**config.mk**
```make
export PLATFORM = sky130hd
export DESIGN_NAME = dhfk_front
export DESIGN_NICKNAME = d
export VERILOG_FILES = /design/src/hdl/assert_macros.svh /design/src/hdl/dhfk_pkg.sv /design/src/hdl/dhfk_front.sv
export SDC_FILE = /design/constraint.sdc
export NUM_CORES = 1
export LEC_CHECK = 0
export ABC_AREA = 1
export BUFFER_PORTS_ARGS = -buffer_cell sky130_fd_sc_hd__buf_4
export CORE_UTILIZATION = 40
export CTS_CLUSTER_DIAMETER = 50
export CTS_CLUSTER_SIZE = 20
export DETAILED_ROUTE_END_ITERATION = 12
export SETUP_SLACK_MARGIN = 0.5
export SLEW_MARGIN = 5
export SYNTH_ARGS = -nofsm -noshare
export SYNTH_HDL_FRONTEND = slang
export SYNTH_SLANG_ARGS = --single-unit
```
**constraint.sdc**
```tcl
create_clock -name clk -period 13.54 [get_ports clk]
set_input_delay 0 -clock clk [delete_from_list [all_inputs] [get_ports clk]]
set_output_delay 0 -clock clk [all_outputs]
set_load 0.02 [all_outputs]
```
**src/hdl/assert_macros.svh**
```systemverilog
// Assertion macros used by the kinematics chain back end.
`ifndef ASSERT_MACROS_SVH
`define ASSERT_MACROS_SVH

// Same-cycle implication, sampled on clk and held off during rst.
`define ASSERT_IMP(name, ante, cons) \
  name: assert property (@(posedge clk) disable iff (rst) (ante) |-> (cons)) \
    else $error("assertion failed");

// Next-cycle implication, sampled on clk and held off during rst.
`define ASSERT_NXT(name, ante, cons) \
  name: assert property (@(posedge clk) disable iff (rst) (ante) |=> (cons)) \
    else $error("assertion failed");

`endif

```
**src/hdl/dhfk_pkg.sv**
```systemverilog
// Types, constants and arithmetic helpers for the kinematics chain unit.
`default_nettype none
package dhfk_pkg;

  localparam int WORD_W = 32;

  localparam logic [1:0] KIND_FIXED     = 2'd0;
  localparam logic [1:0] KIND_ROTARY    = 2'd1;
  localparam logic [1:0] KIND_PRISMATIC = 2'd2;

  localparam logic signed [33:0] TWO_PI_Q28  = 34'sd1686629713;
  localparam logic signed [33:0] HALF_PI_Q28 = 34'sd421657428;
  localparam logic signed [31:0] ONE_Q30     = 32'sh4000_0000;
  localparam logic [3:0]         SERIES_TERMS = 4'd10;

  localparam logic signed [37:0] WORD_MAX = 38'sd2147483647;
  localparam logic signed [37:0] WORD_MIN = -38'sd2147483648;

  typedef struct packed {
    logic              first_link;
    logic [1:0]        joint_kind;
    logic signed [31:0] link_length;
    logic signed [31:0] link_twist;
    logic signed [31:0] link_offset;
    logic signed [31:0] base_angle;
    logic signed [31:0] joint_value;
  } in_t;

  typedef struct packed {
    logic signed [31:0] rot_00;
    logic signed [31:0] rot_01;
    logic signed [31:0] rot_02;
    logic signed [31:0] trans_x;
    logic signed [31:0] rot_10;
    logic signed [31:0] rot_11;
    logic signed [31:0] rot_12;
    logic signed [31:0] trans_y;
    logic signed [31:0] rot_20;
    logic signed [31:0] rot_21;
    logic signed [31:0] rot_22;
    logic signed [31:0] trans_z;
  } out_t;

  typedef struct packed {
    logic              first_link;
    logic signed [31:0] link_length;
    logic signed [31:0] link_twist;
    logic signed [32:0] link_offset;
    logic signed [32:0] joint_angle;
  } work_t;

  function automatic logic signed [35:0] round_q30(input logic signed [65:0] p);
    logic [65:0] mag;
    logic [65:0] sh;
    mag = p[65] ? 66'(-p) : 66'(p);
    sh = (mag + (66'd1 << 29)) >> 30;
    return p[65] ? -$signed(sh[35:0]) : $signed(sh[35:0]);
  endfunction

  function automatic logic signed [31:0] sat_word(input logic signed [37:0] v);
    if (v > WORD_MAX) begin
      return 32'sh7FFF_FFFF;
    end else if (v < WORD_MIN) begin
      return 32'sh8000_0000;
    end
    return v[31:0];
  endfunction

endpackage
`default_nettype wire

```
**src/hdl/dhfk_front.sv**
```systemverilog
// Front end: accepts links, folds in the joint value and queues them.
`default_nettype none
module dhfk_front (
  input  wire             clk,
  input  wire             rst,
  input  wire             push,
  output logic            full,
  input  dhfk_pkg::in_t   link_item,
  output logic            q_valid,
  input  wire             q_take,
  output dhfk_pkg::work_t q_item
);
  import dhfk_pkg::*;

  work_t       ent [0:1];
  logic        wp;
  logic        rp;
  logic [1:0]  cnt;
  work_t       w;
  logic        do_push;
  logic        do_pop;

  always_comb begin
    w.first_link  = link_item.first_link;
    w.link_length = link_item.link_length;
    w.link_twist  = link_item.link_twist;
    w.link_offset = 33'(link_item.link_offset);
    w.joint_angle = 33'(link_item.base_angle);
    case (link_item.joint_kind)
      KIND_ROTARY: begin
        w.joint_angle = 33'(link_item.base_angle) + 33'(link_item.joint_value);
      end
      KIND_PRISMATIC: begin
        w.link_offset = 33'(link_item.link_offset) + 33'(link_item.joint_value);
      end
      default: begin
      end
    endcase
  end

  assign full    = (cnt == 2'd2);
  assign q_valid = (cnt != 2'd0);
  assign q_item  = ent[rp];
  assign do_push = push && !full;
  assign do_pop  = q_take && q_valid;

  always_ff @(posedge clk) begin
    if (rst) begin
      wp  <= 1'b0;
      rp  <= 1'b0;
      cnt <= 2'd0;
    end else begin
      if (do_push) begin
        ent[wp] <= w;
        wp      <= !wp;
      end
      if (do_pop) begin
        rp <= !rp;
      end
      if (do_push && !do_pop) begin
        cnt <= cnt + 2'd1;
      end else if (do_pop && !do_push) begin
        cnt <= cnt - 2'd1;
      end
    end
  end

endmodule
`default_nettype wire

```
**After elaboration in Yosys (flattened, before gate mapping)**

Memories as Yosys holds them, arrays and structs flattened. A register that Yosys moved wholly into a read port is not among the register bits.
Index checks and enable logic that the tools add are counted.

- Flip-flop bits (word level): 4
- Word-level logic and storage cells: 31
- Memories kept: 1
- Output and inout bits: 133
- Bits of input ports: 167
- RAM bits: 262

- Mux-type cells: 9
- Equal/unequal tests: 3
- $add $sub $neg: 4
- Reductions and logical operators: 11

Memories:

| name | depth | width | rd ports | clocked after Yosys merged registers in | write ports | RTL line | RTL |
|---|---|---|---|---|---|---|---|
| ent | 2 | 131 | 1 | 1 | 1 | dhfk_front.sv:15 | `work_t ent [0:1];` |

Operator list:

| operator | count |
|---|---|
| adder 32 x 32 -> 33 bit | 2 |
| two-way mux 33 bit | 2 |
| zero test 1 bit | 5 |
| two-way mux 1 bit | 5 |
| equality test 2 bit, second input constant | 2 |
| logical AND 1 bit | 4 |
| two-way mux 2 bit | 2 |
| nonzero test 2 bit | 2 |
| adder 2 x 1 -> 2 bit, second input constant | 1 |
| equality test 2 x 1 -> 1 bit, second input constant | 1 |
| subtractor 2 x 1 -> 2 bit, second input constant | 1 |

**Longest topological paths before layout**

Gate-level depths: netlist of the first run.

- Depth after elaboration: 7
- Mapped depth: 13
- Gate-level depth less buffers: 13

**Worst setup path before layout of the first run**

OpenSTA, ideal clock, no wires.

- Kind: flip-flop to flip-flop
- Start: reg cnt[1]
- End: mem ent[1][0] (netlist name) (enable)
- Path buffers: 0
- Library setup time: 0.781 ns
- Arrival: 9.357 ns
- Setup slack: 3.401 ns
- Clock period less this slack: 10.139 ns
- Stages on the path, launching flop included: 4
- Data required time: 12.759 ns
- Path through: dfxtp_1 -> inv_1 -> o21ai_0 -> nor3_1

- Cells in the longest elaborated chain, start to end: 6

RTL lines:

| what | RTL line | RTL |
|---|---|---|
| start: declaration | dhfk_front.sv:18 | `logic [1:0] cnt;` |
| start signal: assignment | dhfk_front.sv:61 | `cnt <= cnt + 2'd1;` |
| start signal: assignment | dhfk_front.sv:63 | `cnt <= cnt - 2'd1;` |
| equality test 2 bit | dhfk_front.sv:41 | `assign full = (cnt == 2'd2);` |
| zero test 1 bit | dhfk_front.sv:44 | `assign do_push = push && !full;` |
| logical AND 1 bit | dhfk_front.sv:44 |  |
| two-way mux 1 bit | dhfk_front.sv:53 | `if (do_push) begin` |
| two-way mux 1 bit | dhfk_front.sv:48 | `if (rst) begin` |
| two-way mux 1 bit (not written as such) | dhfk_front.sv:54 | `ent[wp] <= w;` |
| end: declaration | dhfk_front.sv:15 |  |

Every way passes these cells.

**Worst setup path after layout of the first run**

- Start: reg cnt[1]
- End: mem ent[0][114] (netlist name) (enable)

- Cells in the longest elaborated chain, start to end: 6

RTL lines:

| what | RTL line | RTL |
|---|---|---|
| equality test 2 bit | dhfk_front.sv:41 |  |
| zero test 1 bit | dhfk_front.sv:44 |  |
| logical AND 1 bit | dhfk_front.sv:44 |  |
| named net do_push | dhfk_front.sv:20 | `logic do_push;` |
| two-way mux 1 bit | dhfk_front.sv:53 |  |
| two-way mux 1 bit | dhfk_front.sv:48 |  |
| two-way mux 1 bit (not written as such) | dhfk_front.sv:54 |  |

The timed path passes the listed nets, and every way through them passes these cells.

==> impl_metrics.json, run 1 <==
{
  "ys_async_sr_fraction_pct": 0,
  "drv_slew": 0,
  "path_cells": "inv_1 -> o21ai_0 -> inv_1 -> nand2_1 -> nor2_4 -> buf_4 -> buf_4",
  "slowest_stage": "nor2_4",
  "rows": 71,
  "fin_cells": 2662,
  "fin_crit_ns": 3.479,
  "cts_htree_levels": 1,
  "worstPathRequired_ns": 13.73,
  "die_h_um": 198.1,
  "dp.cells": 2470,
  "vias": 12680,
  "hp-class": "in2reg",
  "crit_type": "reg2reg",
  "reg2reg_slack_ns": 10.06,
  "globalplace.congestion": 0.9239,
  "crit_buf_inv": 4,
  "area_growth_pct": 33.58,
  "finalCritPeriodShare_pct": 25.69,
  "cts.clk_slew.worst_paths_ns": 0.07,
  "setup_viol": 0,
  "min_delay_path_depth": 5,
  "grt_max_degree": 84,
  "synth-edff-count": 262,
  "drive_above_1_share_pct": 24.47,
  "dieArea_mm2": 0.03923,
  "worst_pin_slew_ns": 1.205,
  "drt_drc_violations_left": 0,
  "viasPerCell": 4.764,
  "multi_input_area_mm2": 0.006342,
  "cp_top_family": "buffers and inverters",
  "grt_pass1_vias": 12700,
  "routedWlPerCell_um": 16.33,
  "finClkSkew_ns": 0.02085,
  "synth.yosys.seq_area_share_pct": 51.82,
  "synth_nets": 1912,
  "syn_inst": 1678,
  "postCtsSetupBuffers": 0,
  "cts_buffer_depth": 3,
  "rr_worst_depth": 7,
  "ys.flop_type": "edfxtp_1",
  "numCtsBuffers": 29,
  "totalWireLength_um": 43460,
  "fp.dieW_um": 198.1,
  "clock_latency_ns": 0.59,
  "synthesis.area_mm2": 0.01537,
  "r2r_end": "ent[0][114]",
  "path_max_fanout": 59,
  "final_common_cell": "nand2_1",
  "fill_cells": 3400,
  "tns_ns": 0,
  "portBuffers": 299,
  "drtIter0Drc": 643,
  "ant_nets": 0,
  "cts_sinks": 267,
  "clockRootBuffer": "clkbuf_16",
  "end_kind": "flip-flop",
  "fmax_ghz": 0.2875,
  "power.density_mw_per_mm2": 128.6,
  "peakVddDrop_uv": 115.6,
  "min_from": "link_item[10]",
  "cts_tree": "done",
  "p_leak_nw": 9.480,
  "overflow": 0,
  "avgSynthCellArea_um2": 9.163,
  "antenna_found_initial": 3,
  "r2r_start": "cnt[1]",
  "mostFrequentLayoutCells": "nand2_1 (614), buf_4 (308), edfxtp_1 (262)",
  "critPathMaxStageDelay_ns": 0.88,
  "min_to": "ent[1][43]",
  "worst_slack_ns": 10.06,
  "dp_slack_ns": 9.927,
  "ios": 300,
  "synth.distinct_cells": 33,
  "seqCellArea_mm2": 0.007971,
  "grt_usage_pct": 22.04,
  "relSlewSlack_pct": 19.65,
  "grt_pass1_wl_um": 66500,
  "rsz0062_at_grt": "no",
  "critPathLaunch": "cnt[1]",
  "coreArea_mm2": 0.03776,
  "crit_arrival_ns": 3.67,
  "synth-seq-cells": 267,
  "cap_violations": 0,
  "finalNetCount": 2361,
  "drt-pass1-iter-count": 5,
  "place_hpwl_um": 32210,
  "yosysWarnings": 0,
  "cp_num_cells": 7,
  "status": "finished clean",
  "crit_path_start_kind": "flip-flop",
  "timing_hold_violations_final": 0,
  "start_util_pct": 40.72
}
==> state kept, by name (all words and copies together), names as in the netlist, named ones only <==
register,cells
ent,262
cnt,2
wp,1
rp,1
==> layout make-up <==
type | instances | area share (%)
Tap cell | 511 | 3.113
Sequential cell | 267 | 38.81
Clock buffer | 34 | 3.625
Clock inverter | 20 | 1.103
Inverter | 247 | 4.514
Timing Repair Buffer | 445 | 17.94
Multi-Input combinational cell | 1137 | 30.88
Antenna cell | 1 | 0.01218
==> worst reg2reg max path, stage by stage, from the launching register on <==
cell and delay (ns):
dfxtp_1 0.30, inv_1 0.11, o21ai_0 0.17, inv_1 0.12, nand2_1 0.10, nor2_4 0.88, buf_4 0.61, buf_4 0.80
==> stage by stage <==
stage | utilization (%) | hold slack (ns) | cell area (um2) | power [mW]
after global placement | 48.19 | 0.1853 | 18190 | 1.830
after global routing | 54.40 | 0.09854 | 20540 | 2.775
after CTS | 54.39 | 0.04642 | 20530 | 2.672
after floorplan | - | 0.06907 | 15370 | 1.552
after detailed placement | 48.19 | 0.1883 | 18190 | 1.837
final | 54.40 | 0.08706 | 20540 | 2.642
==> cell families after synthesis <==
family | after synthesis | synth area share, %
simple gates | 853 | 22.77
buf+inv | 274 | 7.007
flops | 267 | 51.82
mux | 131 | 9.595
compound gates | 78 | 2.799
fa+ha+maj | 67 | 5.550
xor+xnor | 8 | 0.4557
==> report_power, final <==
part	leakage, nW	switching, mW	internal [mW]	total, mW
sequential	2.45	0.0307	0.994	1.02
combinational	6.56	0.467	0.361	0.828
clock	0.473	0.357	0.433	0.790
total	9.48	0.854	1.79	2.64
==> metal layers <==
layer | global-route usage [%] | share of wire (%)
met5 | 0 | 0.076
met4 | 6.173 | 2.7
met3 | 3.713 | 5.4
met2 | 39.49 | 49
met1 | 27.13 | 43
==> worst max path at each step <==
stage / slack (ns) / endpoint
2_1_floorplan: 3.40 / ent[1][0]
3_3_place_gp: 9.98 / ent[0][24]
3_5_place_dp: 9.93 / ent[0][28]
4_1_cts: 9.93 / ent[0][64]
5_1_grt: 9.74 / ent[0][64]
6_report: 10.06 / ent[0][114]
==> Yosys cell counts (2+ instances only) <==
cell type  count  area share, %
a21oi_2        2           0.11
a21o_1         2          0.098
nand3_1       93            3.0
xnor2_1        8           0.46
dfxtp_1        5           0.65
nand2_1      614             15
edfxtp_1     262             51
nor3_2         2           0.13
nor3_1         9           0.29
mux2_2       131            9.6
fa_1           2           0.26
o21ai_1        3          0.098
buf_2          9           0.29
inv_1        246            6.0
o21bai_1       7           0.34
nand3b_1      10           0.49
a21oi_1       48            1.6
o31ai_1        2          0.098
nand3_2        5           0.33
nor2_1        84            2.1
ha_1          65            5.3
a31oi_1        2          0.081
nor2_2         3           0.12
buf_4         10           0.49
nand2_2       12           0.49
o21ai_0       11           0.36
or2_1          4           0.16
nand4_1        4           0.16
or2_2         13           0.53
clkbuf_1       7           0.17
==> what timing repair did <==
action,in CTS,in global routing
hold endpoints to repair,280,0
gates resized for setup,0,0
hold buffers,137,0
(Power assumes the default switching activity.)
==> run 2, diff against run 1 <==
Settings changed: ABC_AREA 1 to 0.
Clock period 13.54 ns to 3.3 ns, I/O delays scaled along.
==> run 2 against run 1 <==
- critical endpoint is now ent[0][27]
- sequential cell count unchanged
- global-route usage is 2.7 points lower
- worst hold slack got worse by 0.060 ns
- via count decreased by 22%
- clock power rose to 4.6 times the previous value
- clock skew decreased by 0.0033 ns
- register-to-register slack lost 8.6 ns
- area after synthesis is 12% lower
==> impl_metrics.json, run 2 <==
{
  "status": "finished clean",
  "synth.most_common_cell": "edfxtp_1",
  "overflow": 0,
  "grt_pass1_wl_um": 51380,
  "min_delay_path_depth": 4,
  "timing_hold_violations_final": 0,
  "cap_violations": 0,
  "yosysTopAreaCell": "edfxtp_1",
  "p_seq_share_pct": 37.1,
  "rsz0062_at_grt": "yes",
  "end_kind": "flip-flop",
  "synth_nets": 1266,
  "fill_cells": 2771,
  "synth.yosys.seq_area_share_pct": 58.85,
  "fin_util_pct": 56.38,
  "crit_arrival_ns": 2.88,
  "synth-seq-cells": 267,
  "cts_tree": "done",
  "slowest_stage": "a211oi_1",
  "antenna_found_initial": 0,
  "r2r_start": "cnt[1]",
  "grt_max_degree": 76,
  "yosysWarnings": 0,
  "coreArea_mm2": 0.03345,
  "yosys-top-cells-area": "edfxtp_1 (58%), mux2_2 (11%), ha_1 (6.0%)",
  "min_to": "ent[1][32]",
  "p_sw_mw": 3.657,
  "synthDominantCellAreaShare_pct": 58.11,
  "viasPerCell": 5.123,
  "tns_ns": 0,
  "finClkSkew_ns": 0.01755,
  "dieArea_mm2": 0.03459,
  "critPathMaxStageDelay_ns": 0.56,
  "drive_above_1_share_pct": 35.48,
  "routedWlPerCell_um": 17.82,
  "portBuffers": 299,
  "grt_usage_pct": 19.36,
  "mostFrequentLayoutCells": "buf_4 (301), edfxtp_1 (262), dlygate4sd3_1 (135)",
  "cts.clk_slew.worst_paths_ns": 0.05,
  "drt_drc_violations_left": 0,
  "intPower_mw": 7.861,
  "critPathLaunch": "link_item[40]",
  "die_h_um": 186.0,
  "r2r_end": "ent[0][83]",
  "relSlewSlack_pct": 22.95,
  "place_hpwl_um": 24340,
  "regMostFlops": "ent",
  "final_common_cell": "buf_4",
  "totalWireLength_um": 34610,
  "fin_total_pwr_mw": 11.52,
  "largestRegisters": "ent: 262 flops, cnt: 2 flops",
  "rr_worst_depth": 4,
  "p_leak_nw": 7.403,
  "hp-class": "in2reg",
  "fp.dieW_um": 186.0,
  "cts_buffer_depth": 3,
  "synth_top_cells_by_count": "edfxtp_1 (262), mux2_2 (132), nand2_1 (113)",
  "start_util_pct": 40.48,
  "finalCritPeriodShare_pct": 81.89,
  "numCtsBuffers": 34,
  "setup_viol": 0,
  "fin_crit_ns": 2.702,
  "clockRootBuffer": "clkbuf_16",
  "ys.flop_type": "edfxtp_1",
  "power_frac_clock_pct": 31.4,
  "min_from": "link_item[31]",
  "worstPathRequired_ns": 3.48,
  "drt-pass1-iter-count": 5,
  "path_max_fanout": 6,
  "rows": 67,
  "largest_register_ff_count": 262,
  "finalNetCount": 1703,
  "path_cells": "dlygate4sd3_1 -> buf_4 -> ha_1 -> a21o_1 -> a21o_1 -> a211oi_2 -> o31ai_2 -> a211oi_1 -> o31ai_1 -> xnor2_1 -> o21ai_1",
  "grt_pass1_vias": 9720,
  "crit_path_start_kind": "input pin",
  "reg2reg_slack_ns": 1.43,
  "ios": 300,
  "vias": 9948,
  "area_growth_pct": 39.28,
  "drtIter0Drc": 516,
  "synth.distinct_cells": 65,
  "fmax_ghz": 0.3700,
  "clock_latency_ns": 0.50,
  "antenna_cells": 0,
  "crit_type": "in2reg",
  "synth-edff-count": 262,
  "worst_pin_slew_ns": 1.156,
  "drv_slew": 0,
  "pwr-share-comb_pct": 31.4,
  "cts_sinks": 267,
  "power.density_mw_per_mm2": 610.9,
  "synthesis.area_mm2": 0.01354,
  "crit_top_cell": "a21o_1",
  "sw_frac_of_total_pct": 31.75,
  "globalplace.congestion": 0.8381,
  "ys_async_sr_fraction_pct": 0,
  "syn_inst": 1032,
  "ant_nets": 0,
  "cts_htree_levels": 2,
  "avgSynthCellArea_um2": 13.12,
  "peakVddDrop_uv": 419.9
}
run 2: cell count changes after synthesis, sizes merged, moves of 27 or more:
cell,delta
a21o,+27
nor2,-61
nand2,-513
nand3,-82
clkbuf,+27
o21ai,+64
inv,-234
run 2: through the flow:
step                      cells  hold WS, ns  setup WS [ns]  cell area [um2]
final                      1942      0.02755         0.5975            18860
after global routing       1942      0.02098         0.4961            18860
after CTS                  1942    0.0003473         0.5669            18840
after detailed placement   1746       0.1874         0.5012            16360
after global placement     1746       0.1855         0.5313            16360
after floorplan            1032      0.06497         -1.109            13580
run 2: worst max path at each step:
stage | end | depth (start not counted)
2_1_floorplan | ent[1][0] | 3
3_3_place_gp | ent[0][24] | 11
3_5_place_dp | ent[0][24] | 11
4_1_cts | ent[1][65] | 12
5_1_grt | ent[1][43] | 12
6_report | ent[0][27] | 11
run 2: what timing repair did:
item	4_1_cts	5_1_grt
endpoints found under the hold margin	267	0
hold buffers	135	0
resized for setup	0	3
buffers inserted	0	0
endpoints found under the setup margin	0	14
run 2: layer usage:
layer	vias up	GRT usage, %	wire length [um]	part of all wire, %
met5	-	0	0	0
li1	4853	-	-	-
met1	4726	24.94	15140	44
met4	0	6.328	933	2.7
met3	60	3.717	2217	6.4
met2	309	32.60	16320	47
run 2: critical path, delay by kind of cell:
| family | cells | cell delay, ns |
|---|---|---|
| buffers and inverters | 2 | 0.68 |
| adder cells (fa/ha/maj) | 1 | 0.35 |
| AO/OA/AOI/OAI | 7 | 1.66 |
| XOR/XNOR | 1 | 0.17 |
run 2: cell families after synthesis:
| group | count (synthesis) | share of synthesized area, % |
|---|---|---|
| compound gates | 244 | 11.51 |
| buf+inv | 52 | 1.442 |
| simple gates | 216 | 7.412 |
| mux | 134 | 11.13 |
| fa+ha+maj | 67 | 6.303 |
| xor+xnor | 52 | 3.364 |
| flops | 267 | 58.85 |
run 2: power by group through the flow:
| stage | Combinational, mW | Sequential, mW | Clock (mW) |
|---|---|---|---|
| 2_1_floorplan | 2.21 | 4.27 | 0 |
| 3_3_place_gp | 3.48 | 4.34 | 0 |
| 3_5_place_dp | 3.49 | 4.36 | 0 |
| 4_1_cts | 3.65 | 4.29 | 3.72 |
| 5_1_grt | 3.89 | 4.31 | 3.84 |
| 6_report | 3.62 | 4.28 | 3.62 |
run 2: cell type report:
type / count / area, um2 / area share [%]
timing repair buffer: 441 / 3711 / 19.68
clock inverter: 24 / 251.5 / 1.334
inverter: 12 / 45.04 / 0.2389
clock buffer: 37 / 883.3 / 4.685
sequential: 267 / 7973 / 42.28
tap: 448 / 560.5 / 2.973
multi-input combinational: 713 / 5433 / 28.81
